[src/rtl/core/dtl_pkg.sv]
// Shared types, constants and helper functions for the DDS tuning word loader.
package dtl_pkg;

    localparam int unsigned WORD_W     = 32;
    localparam int unsigned REF_W      = 27;
    localparam int unsigned PHASE_W    = 5;
    localparam int unsigned BYTE_W     = 8;

    // Dividend is hz << 32; the top bits of hz seed the remainder directly,
    // since hz >> PRE_BITS is always below the smallest reference.
    localparam int unsigned PRE_BITS        = 8;
    localparam int unsigned DIV_STEPS       = PRE_BITS + WORD_W;
    localparam int unsigned STEPS_PER_STAGE = 4;
    localparam int unsigned DIV_STAGES      = DIV_STEPS / STEPS_PER_STAGE;

    localparam logic [REF_W-1:0] REF_MIN_HZ   = REF_W'(120000000);
    localparam logic [REF_W-1:0] REF_MAX_HZ   = REF_W'(130000000);
    localparam logic [REF_W-1:0] REF_RESET_HZ = REF_W'(125000000);

    // Result sequence positions
    localparam int unsigned      SEQ_W        = 4;
    localparam logic [SEQ_W-1:0] SEQ_PHASE_R  = SEQ_W'(0);
    localparam logic [SEQ_W-1:0] SEQ_PHASE_L  = SEQ_W'(5);
    localparam logic [SEQ_W-1:0] SEQ_UPDATE   = SEQ_W'(10);

    localparam logic KIND_RAW = 1'b0;
    localparam logic KIND_HZ  = 1'b1;

    localparam logic ACTION_STROBE = 1'b0;
    localparam logic ACTION_UPDATE = 1'b1;

    localparam logic CHIP_RIGHT = 1'b0;
    localparam logic CHIP_LEFT  = 1'b1;

    typedef struct packed {
        logic               kind;
        logic [WORD_W-1:0]  value_right;
        logic [WORD_W-1:0]  value_left;
        logic [WORD_W-1:0]  offset_right;
        logic [WORD_W-1:0]  offset_left;
        logic [PHASE_W-1:0] phase_right;
        logic [PHASE_W-1:0] phase_left;
    } dtl_item_t;

    typedef struct packed {
        logic [REF_W-1:0]  rem;
        logic [WORD_W-1:0] quo;
    } dtl_div_t;

    // Add a signed offset to a word, saturating at zero and all ones
    function automatic logic [WORD_W-1:0] add_offset(
        input logic [WORD_W-1:0] base,
        input logic [WORD_W-1:0] off
    );
        logic [WORD_W:0]   sum;
        logic [WORD_W-1:0] mag;
        logic [WORD_W-1:0] res;
        sum = {1'b0, base} + {1'b0, off};
        mag = WORD_W'(0) - off;
        if (!off[WORD_W-1]) begin
            res = sum[WORD_W] ? {WORD_W{1'b1}} : sum[WORD_W-1:0];
        end else begin
            res = (base < mag) ? '0 : (base - mag);
        end
        return res;
    endfunction

    // Clamp a reference write into the legal range
    function automatic logic [REF_W-1:0] clamp_ref(input logic [REF_W-1:0] v);
        logic [REF_W-1:0] res;
        res = v;
        if (v < REF_MIN_HZ) res = REF_MIN_HZ;
        if (v > REF_MAX_HZ) res = REF_MAX_HZ;
        return res;
    endfunction

endpackage

[src/rtl/core/dtl_serializer.sv]
// Word finish and bus sequencer: eleven results per request.
module dtl_serializer (
    input  logic                           aclk,
    input  logic                           aresetn,
    input  logic                           in_valid,
    input  dtl_pkg::dtl_item_t             in_item,
    input  logic [dtl_pkg::WORD_W-1:0]     in_quo_right,
    input  logic [dtl_pkg::WORD_W-1:0]     in_quo_left,
    output logic                           in_take,
    output logic                           m_valid,
    input  logic                           m_ready,
    output logic                           m_action,
    output logic                           m_chip,
    output logic [dtl_pkg::BYTE_W-1:0]     m_bus_byte,
    output logic                           m_last
);

    logic                          busy_reg;
    logic [dtl_pkg::SEQ_W-1:0]     seq_reg;
    logic [dtl_pkg::WORD_W-1:0]    word_r_reg;
    logic [dtl_pkg::WORD_W-1:0]    word_l_reg;
    logic [dtl_pkg::PHASE_W-1:0]   phase_r_reg;
    logic [dtl_pkg::PHASE_W-1:0]   phase_l_reg;
    logic [dtl_pkg::WORD_W-1:0]    word_r_next;
    logic [dtl_pkg::WORD_W-1:0]    word_l_next;
    logic                          done;

    assign done    = busy_reg && m_ready && (seq_reg == dtl_pkg::SEQ_UPDATE);
    assign in_take = in_valid && (!busy_reg || done);

    // Finish the words: raw pass-through or quotient plus saturated offset
    always_comb begin
        if (in_item.kind == dtl_pkg::KIND_HZ) begin
            word_r_next = dtl_pkg::add_offset(in_quo_right, in_item.offset_right);
            word_l_next = dtl_pkg::add_offset(in_quo_left, in_item.offset_left);
        end else begin
            word_r_next = in_item.value_right;
            word_l_next = in_item.value_left;
        end
    end

    // Step the sequence on each accepted result; load the next request when idle or at the end
    always_ff @(posedge aclk) begin
        if (!aresetn) begin
            busy_reg <= 1'b0;
            seq_reg  <= '0;
        end else if (in_take) begin
            busy_reg <= 1'b1;
            seq_reg  <= '0;
        end else if (done) begin
            busy_reg <= 1'b0;
            seq_reg  <= '0;
        end else if (busy_reg && m_ready) begin
            seq_reg  <= seq_reg + dtl_pkg::SEQ_W'(1);
        end
    end

    always_ff @(posedge aclk) begin
        if (in_take) begin
            word_r_reg  <= word_r_next;
            word_l_reg  <= word_l_next;
            phase_r_reg <= in_item.phase_right;
            phase_l_reg <= in_item.phase_left;
        end
    end

    // Drive the result fields from the sequence position
    always_comb begin
        m_valid    = busy_reg;
        m_action   = dtl_pkg::ACTION_STROBE;
        m_last     = 1'b0;
        m_chip     = (seq_reg >= dtl_pkg::SEQ_PHASE_L) ? dtl_pkg::CHIP_LEFT
                                                        : dtl_pkg::CHIP_RIGHT;
        case (seq_reg)
            4'd0:    m_bus_byte = {phase_r_reg, 3'b000};
            4'd1:    m_bus_byte = word_r_reg[31:24];
            4'd2:    m_bus_byte = word_r_reg[23:16];
            4'd3:    m_bus_byte = word_r_reg[15:8];
            4'd4:    m_bus_byte = word_r_reg[7:0];
            4'd5:    m_bus_byte = {phase_l_reg, 3'b000};
            4'd6:    m_bus_byte = word_l_reg[31:24];
            4'd7:    m_bus_byte = word_l_reg[23:16];
            4'd8:    m_bus_byte = word_l_reg[15:8];
            4'd9:    m_bus_byte = word_l_reg[7:0];
            default: m_bus_byte = '0;
        endcase
        if (seq_reg == dtl_pkg::SEQ_UPDATE) begin
            m_action = dtl_pkg::ACTION_UPDATE;
            m_chip   = dtl_pkg::CHIP_RIGHT;
            m_last   = 1'b1;
        end
    end

    a_seq_range: assert property (@(posedge aclk) disable iff (!aresetn)
        seq_reg <= dtl_pkg::SEQ_UPDATE)
        else $error("sequence position out of range");

    a_take_restarts: assert property (@(posedge aclk) disable iff (!aresetn)
        in_take |=> busy_reg && seq_reg == '0)
        else $error("loaded request does not start at first byte");

    a_hold_on_stall: assert property (@(posedge aclk) disable iff (!aresetn)
        busy_reg && !m_ready |=> busy_reg && $stable(seq_reg))
        else $error("sequence moved while receiver stalled");

    a_no_take_midway: assert property (@(posedge aclk) disable iff (!aresetn)
        busy_reg && !done |-> !in_take)
        else $error("request loaded over an unfinished one");

endmodule

[config.mk]
export PLATFORM = sky130hd
export DESIGN_NAME = dtl_serializer
export DESIGN_NICKNAME = d
export VERILOG_FILES = /design/src/rtl/core/dtl_pkg.sv /design/src/rtl/core/dtl_serializer.sv
export SDC_FILE = /design/constraint.sdc
export NUM_CORES = 1
export LEC_CHECK = 0
export ABC_AREA = 1
export ABC_CLOCK_PERIOD_IN_PS = 7200
export BUFFER_PORTS_ARGS = -buffer_cell sky130_fd_sc_hd__buf_2
export CAP_MARGIN = 25
export CORE_ASPECT_RATIO = 1.75
export CORE_MARGIN = 2
export CORE_UTILIZATION = 31
export CTS_CLUSTER_SIZE = 30
export DETAILED_ROUTE_END_ITERATION = 6
export HOLD_SLACK_MARGIN = 0.12
export PLACE_DENSITY = 0.57
export SYNTH_ARGS = -nofsm -noshare
export SYNTH_HDL_FRONTEND = slang
export SYNTH_SLANG_ARGS = --single-unit
[constraint.sdc]
create_clock -name aclk -period 7.2 [get_ports aclk]
set_clock_uncertainty 0.2 [all_clocks]
set_input_delay 1.44 -clock aclk [delete_from_list [all_inputs] [get_ports aclk]]
set_output_delay 1.44 -clock aclk [all_outputs]
set_load 0.05 [all_outputs]
Word level (Yosys, flattened, before mapping). Cells that the tools add are included. W data, S select, Z words.

Register bits after elaboration: 79. Output and inout bits: 13. Input bits: 207. Logic and storage cells: 49.

Bitwise logic cells: 1. $add $sub $neg: 7. Reductions and logical operators: 8. Muxes and demuxes: 14. Magnitude comparators: 3. Eq/ne operators: 10.

Operators with widths (count): $mux W32 (8); $pmux W8 S10 (1); $add A32 B32 Y33 (2); $lt A32 B32 Y1 (2); $sub A1 B32 Y32 const A (2); $sub A32 B32 Y32 (2); $eq A4 B3 Y1 const B (4); $eq A4 B4 Y1 const B (3); $eq A4 B2 Y1 const B (2); $mux W1 (5); $add A4 B1 Y4 const B (1); $eq A4 B1 Y1 const B (1); $ge A4 B3 Y1 const B (1); $logic_not A4 Y1 (1); $logic_and A1 B1 Y1 (3); $reduce_or A3 Y1 (1); $reduce_bool A2 Y1 (1); $logic_not A1 Y1 (1); $logic_or A1 B1 Y1 (1); $not A1 Y1 (1).

Longest topological paths before layout. Gate-level depths: netlist (run 1).

Word-level depth: 5. Mapped depth: 26. Depth with buffers taken out: 26.

Least setup slack after synthesis (run 1). OpenSTA, ideal clock, no wires.

Path kind: input -> output. Start: input m_ready. End: output in_take. Cell stages on the path: 4. Data required time: 5.560 ns. Setup slack: -0.465 ns. Arrival: 6.025 ns. Path buffers: 0. Cells stage by stage: nand2_1 -> nor2_1 -> inv_1 -> a21oi_1.

Longest elaborated chain between the ends: 4.

Ends and longest elaborated chain: from (decl) (line dtl_serializer.sv:11) `input logic m_ready,`; $logic_and A1 B1 Y1 (2 in series) (line dtl_serializer.sv:28) `assign done = busy_reg && m_ready && (seq_reg == dtl_pkg::SEQ_UPDATE);`; $logic_or A1 B1 Y1 (line dtl_serializer.sv:29) `assign in_take = in_valid && (!busy_reg || done);`; $logic_and A1 B1 Y1 (line dtl_serializer.sv:29); to (decl) (line dtl_serializer.sv:9) `output logic in_take,`.

Every way passes these cells.

Final worst setup path (run 1).
Start: input in_item[11] (netlist name). End: register word_l_reg[4] (netlist name) (data pin).

Longest elaborated chain between the ends: 5. Elaborated cells between the ends (all ways): 8. Those cells by class: add/sub (3); order compare (1); mux (4).

Ends and longest elaborated chain: from (decl) (line dtl_serializer.sv:6) `input dtl_pkg::dtl_item_t in_item,`; $sub A1 B32 Y32 (line dtl_pkg.sv:59) `mag = WORD_W'(0) - off;`; $sub A32 B32 Y32 / $lt A32 B32 Y1 (equally long branches) (line dtl_pkg.sv:63) `res = (base < mag) ? '0 : (base - mag);`; $mux W32 (line dtl_pkg.sv:63); $mux W32 * (line dtl_pkg.sv:60) `if (!off[WORD_W-1]) begin`; $mux W32 * (line dtl_serializer.sv:33) `if (in_item.kind == dtl_pkg::KIND_HZ) begin`; net word_l_next, one bit (line dtl_serializer.sv:25) `logic [dtl_pkg::WORD_W-1:0] word_l_next;`; to (signal assigned) (line dtl_serializer.sv:61) `word_l_reg <= word_l_next;`; to (decl) (line dtl_serializer.sv:21) `logic [dtl_pkg::WORD_W-1:0] word_l_reg;`.

Mark *: on every way through the listed nets, which the timed path passes. The rest lies on a longest branch. A chain may end at the register's enable or synchronous reset.

==> results_dict.tcl, run 1 <==
set metrics [dict create \
    drive_gt1_frac 0.1185 \
    via_per_inst 4.895 \
    yosysTopAreaCellShare 0.2671 \
    first_pass_iters 5 \
    htree_levels 3 \
    p_per_area_nw_per_um2 129.1 \
    numCtsBuffers 9 \
    hold_viol 0 \
    cts_sinks 79 \
    critPathKind "primary input to flop" \
    drc 0 \
    portBuffers 219 \
    ctsResizeCount 0 \
    finalWorstSetupSlack_ns 1.683 \
    fmax_mhz 181.3 \
    drtIter0Drc 1052 \
    hold_buffers 0 \
    final_util 0.3562 \
    setup_tns_ns 0 \
    postSynthCellCount 2827 \
    coreArea_um2 50460 \
    path_cells "buf_2 > inv_2 > ha_1 > nand3_1 > nor3_1 > nand4_1 > nor2_1 > and3_1 > nand3_1 > xor2_1 > ha_1 > inv_2 > nor3_1 > nand2_1 > nor2_2 > nand2_4 > nand2_1 > nand2_2 > o21ai_0 > nand2_1 > nand2_1" \
    path_clk_slew_ns 0.06 \
    p_leak_uw 0.01009 \
    die_height_um 303.0 \
    synth_seq_cells 79 \
    yosysSeqAreaShare 0.1466 \
    grt_pass1_vias 18710 \
    syn_nets 3173 \
    die_x_um 174.9 \
    setup_viol 0 \
    crit_fanout 16 \
    globalplace.congestion 0.9662 \
    startpoint_type "primary input" \
    grt_max_degree 75 \
    synth_area_leaders "nand2_1, edfxtp_1, inv_1, ha_1, nor2_1" \
    ant_nets 0 \
    worst_pin_slew_ns 1.022 \
    p_switching_uw 1066 \
    vias 18145 \
    worst_setup_path_end_kind "flop" \
    post_cts_buffers 0 \
    final_max_slew_viol_count 0 \
    cts_tree "done" \
    status "completed" \
    worst_hold_slack_ns 0.3088 \
    crit_slowest_cell "and3_1" \
    track_usage 0.2692 \
    power.internal_uw 1253 \
    clk_latency_ns 0.35 \
    num_rows 109 \
    rsz0062_at_grt "no" \
    vdd_drop_max_mv 0.09886 \
    synth_edf_count 74 \
    avgSynthCellArea_um2 5.603 \
    power_switching_share 0.4596 \
    syn_area_um2 15840 \
    finalCritPeriodShare 0.7662 \
    dpl.hpwl_um 63290 \
    max_stage_delay_ns 0.36 \
    nFillCells 5940 \
    worstHoldPathType "flop to flop" \
    cts_root_buf "clkbuf_16" \
    cp.arrival_ns 5.54 \
    required_ns 7.23 \
    post-place-ws_ns 1.401 \
    synth_warnings 0 \
    combPwrFrac 0.540 \
    start_util 0.3139 \
    grt_overflow 0 \
    synth.distinct_cells 51 \
    finalNetCount 3378 \
    cap_viol_max_count 0 \
    area_growth_syn_to_layout_pct 13.48 \
    ios 220 \
    dieArea_um2 52990 \
    multi_input_area_um2 11500 \
    relSlewSlack 0.3159 \
    cpMostUsedCell "nand2_1" \
    seq_power_share 0.245 \
    wl_per_cell_um 19.42 \
    finalCriticalPeriod_ns 5.517 \
    async_flop_share 0 \
    yosysTopAreaCell "nand2_1" \
    antenna_found_initial 11 \
    clock_path_buffers 2 \
    pwr-share-clk 0.216 \
    dominantRegCellSynth "edfxtp_1" \
    wirelength_um 71970 \
    seq_area_um2 2322 \
    grt_pass1_wl_um 105600 \
]
[critical path, delay by kind of cell]
| kind | cells | cell delay [ns] |
|---|---|---|
| adder cells (fa/ha/maj) | 2 | 0.53 |
| buffers and inverters | 3 | 0.25 |
| AND/OR/NAND/NOR | 14 | 2.86 |
| AO/OA/AOI/OAI | 1 | 0.28 |
| XOR/XNOR | 1 | 0.17 |
[stage by stage]
| stage | power [µW] | area (µm²) | instances |
|---|---|---|---|
| 3_3_place_gp | 1824 | 17640 | 3687 |
| 6_report | 2320 | 17970 | 3707 |
| 5_1_grt | 2489 | 17970 | 3704 |
| 4_1_cts | 2327 | 17960 | 3703 |
| 3_5_place_dp | 1816 | 17640 | 3687 |
| 2_1_floorplan | 1395 | 15840 | 2827 |
[layer usage]
metal,wire length [µm],global-route usage,vias up,part of all wire
met3,2265,0.02619,219,0.031
li1,-,-,9256,-
met5,50,0,-,0.00069
met2,40200,0.5590,530,0.56
met1,23010,0.2263,8132,0.32
met4,6453,0.2125,8,0.090
[layout make-up]
class                      instances  area share
tap                              666     0.04636
clock inverter                     7    0.005429
timing repair buffer             224     0.06307
clock buffer                       9     0.01253
inverter                         494      0.1032
sequential                        79      0.1292
multi-input combinational       2224      0.6397
antenna                            4   0.0005569
[cell usage after synthesis, types with 2 or more instances]
cell	n
nand2_1	1127
inv_1	469
nor2_1	265
nand3_1	174
ha_1	135
a21oi_1	92
edfxtp_1	74
xor2_1	59
xnor2_1	42
o21ai_0	40
nand4_1	36
nor3_1	32
inv_2	23
nand3_2	22
o21ai_1	22
nand3b_1	21
nand2_2	20
clkbuf_1	17
nor2_2	17
and2_1	15
a221oi_1	14
o21bai_1	11
nor4_1	9
and3_1	8
a21o_1	7
or2_2	7
a32o_1	6
a21oi_2	5
a21oi_4	5
buf_6	5
dfxtp_1	5
nand2_4	5
nor2_4	5
nor3_2	5
fa_1	4
buf_2	3
buf_4	3
and2_2	2
clkinv_1	2
o211ai_1	2
o22ai_1	2
[cell families (layout without fill, tap and decap cells)]
logic type               Yosys count  count (layout)  synth area share
AO/OA/AOI/OAI                    207             207           0.07883
XOR/XNOR                         101             101           0.05585
adder cells (fa/ha/maj)          139             139            0.1117
buffers and inverters            524             734            0.1282
flip-flops                        79              79            0.1466
other                              0               4                 0
AND/OR/NAND/NOR                 1777            1777            0.4788
[power by group through the flow]
stage	Sequential (µW)	Clock, µW	Combinational [µW]
6_report	568	500	1250
5_1_grt	570	529	1390
4_1_cts	570	515	1240
3_5_place_dp	580	0	1240
3_3_place_gp	580	0	1240
2_1_floorplan	569	0	826
[final timing paths]
check / startpoint / to / slack, ns / cells after the start
worst min-delay path: seq_reg[2] / seq_reg[2] / 0.31 / 2
worst max register to register: seq_reg[3] / word_r_reg[2] / 3.86 / 7
worst max-delay path: in_item[11] / word_l_reg[4] / 1.68 / 21
worst min register to register: seq_reg[2] / seq_reg[2] / 0.31 / 2
[placed cells by master (no fill, tap or decap), drive strengths merged]
| cell type | count |
|---|---|
| and3 | 8 |
| a221oi | 14 |
| a32o | 6 |
| nor4 | 9 |
| nor3b | 1 |
| clkinvlp | 2 |
| ha | 135 |
| or2 | 9 |
| nand2 | 1152 |
| inv | 492 |
| dfxtp | 5 |
| nor2 | 287 |
| fa | 4 |
| o211ai | 2 |
| buf | 224 |
| xnor2 | 42 |
| o21bai | 11 |
| diode | 4 |
| or3 | 1 |
| xor2 | 59 |
| nand3b | 21 |
| clkbuf | 9 |
| a21o | 7 |
| a21boi | 1 |
| nand4 | 37 |
| and2 | 17 |
| o22ai | 2 |
| o21ai | 62 |
| a21oi | 102 |
| nor3 | 38 |
| clkinv | 5 |
| edfxtp | 74 |
| nand3 | 197 |
| bufinv | 2 |
Power figures use the tool's default switching activity.
==> run 2: changes to the inputs <==
- ABC_CLOCK_PERIOD_IN_PS: 7200 -> 4600
- PLACE_DENSITY: 0.57 -> 0.59
- clock period: 7.2 -> 4.6 ns (I/O delays scaled with it)
==> results_dict.tcl, run 2 (synthesized netlist as in run 1, its figures left out) <==
set metrics [dict create \
    setup_viol 0 \
    vdd_drop_max_mv 0.1691 \
    min_to "seq_reg[2]" \
    dpl.hpwl_um 64710 \
    crit_fanout 6 \
    mostFrequentLayoutCells "nand2_1, inv_1, nor2_1" \
    finalInstanceArea_um2 19360 \
    dpl_cell_area_um2 19030 \
    cts_root_buf "clkbuf_16" \
    grt_overflow 0 \
    ios 220 \
    required_ns 4.49 \
    antenna_found_initial 4 \
    first_pass_iters 6 \
    p_total_uw 3769 \
    regToRegEndpoint "word_r_reg[22]" \
    hold_buffers 0 \
    hold_viol 0 \
    finalNetCount 3556 \
    layout_commonest_cell "nand2_1" \
    cap_viol_max_count 0 \
    cts_tree "done" \
    die_height_um 303.0 \
    antenna_cells 0 \
    num_rows 109 \
    cts_sinks 79 \
    post_cts_buffers 0 \
    via_per_inst 4.823 \
    cp.arrival_ns 4.20 \
    rr_startpoint "seq_reg[3]" \
    holdPathStages 2 \
    numCtsBuffers 9 \
    max_stage_delay_ns 0.28 \
    clk_latency_ns 0.34 \
    grt_pass1_vias 19491 \
    hp-start "seq_reg[2]" \
    final_max_slew_viol_count 0 \
    fmax_mhz 232.5 \
    portBuffers 219 \
    start_util 0.3139 \
    rsz0062_at_grt "no" \
    wirelength_um 72600 \
    grt_pass1_wl_um 107600 \
    finalCritPeriodShare 0.9351 \
    ff2ff_path_depth 8 \
    worst_pin_slew_ns 1.014 \
    vias 18718 \
    drive_gt1_frac 0.1677 \
    relSlewSlack 0.3232 \
    clock_path_buffers 2 \
    status "completed" \
    crit_family "simple AND/OR/NAND/NOR gates" \
    startpoint_type "primary input" \
    track_usage 0.2732 \
    p_per_area_nw_per_um2 194.6 \
    path_clk_slew_ns 0.06 \
    rrSetupSlack_ns 1.94 \
    ctsResizeCount 0 \
    area_growth_syn_to_layout_pct 22.25 \
    worst_setup_path_end_kind "flop" \
    cpMostUsedCell "nand2_1" \
    htree_levels 3 \
    die_x_um 174.9 \
    drc 0 \
    grt_max_degree 75 \
    cp_num_buf_inv 8 \
    ant_nets 0 \
    dieArea_um2 52990 \
    wl_per_cell_um 18.71 \
    worstHoldPathType "flop to flop" \
    p_leak_uw 0.01097 \
    critPathKind "primary input to flop" \
    finalCriticalPeriod_ns 4.302 \
    drtIter0Drc 798 \
    coreArea_um2 50460 \
    crit_slowest_cell "nand4_1" \
    globalplace.congestion 1.031 \
]
## run 2: cell count changes in the layout (fill, tap and decap cells not counted), sizes merged
cell	previous run	this run
buf	224	402
diode	4	0
bufinv	2	1
clkinvlp	2	1
clkinv	5	3
clkbuf	9	13
## run 2: final cells by class
class | instances | area, µm²
sequential | 79 | 2322
fill | 5847 | 31100
multi-input combinational | 2224 | 11530
clock inverter | 3 | 42.54
clock buffer | 13 | 260.3
timing repair buffer | 402 | 2520
tap | 666 | 833.3
inverter | 494 | 1854
## run 2: report_power, final
part / internal (µW) / total (µW) / switching [µW]
logic: 771 / 2150 / 1380
clock network: 449 / 732 / 283
registers: 861 / 886 / 25.1
total: 2080 / 3770 / 1690
## run 2: how the worst max path moves through the flow
stage	slack, ns	start	depth (start not counted)	endpoint
after floorplan	0.55	in_item[11]	23	word_l_reg[13]
after global placement	-0.19	in_item[18]	18	word_l_reg[2]
after detailed placement	-0.24	in_item[10]	22	word_l_reg[3]
after CTS	0.12	in_item[10]	22	word_l_reg[4]
after global routing	0.02	in_item[11]	23	word_l_reg[17]
final	0.30	in_item[43]	25	word_r_reg[29]
## run 2: metal layers
layer / vias up / track usage / routed length (µm)
li1: 9618 / - / -
met1: 8360 / 0.2333 / 23570
met2: 518 / 0.5699 / 40560
met3: 220 / 0.01980 / 2012
met4: 2 / 0.2117 / 6444
met5: - / 0 / 14
## run 2: through the flow
stage	instances	TNS [ns]	util	hold slack, ns	setup slack [ns]
after floorplan	2827	0	-	0.2704	0.5525
final	3881	0	0.3838	0.3120	0.2985
after global routing	3881	0	0.3838	0.3560	0.02281
after global placement	3865	-3.304	0.3771	0.2988	-0.1862
after detailed placement	3865	-5.213	0.3771	0.3058	-0.2389
after CTS	3881	0	0.3831	0.3141	0.1188
## run 2: tightest hold or removal path: stages, from the launching register on
cell and delay, ns:
dfxtp_1 0.34, nand2_1 0.07, a21oi_1 0.05
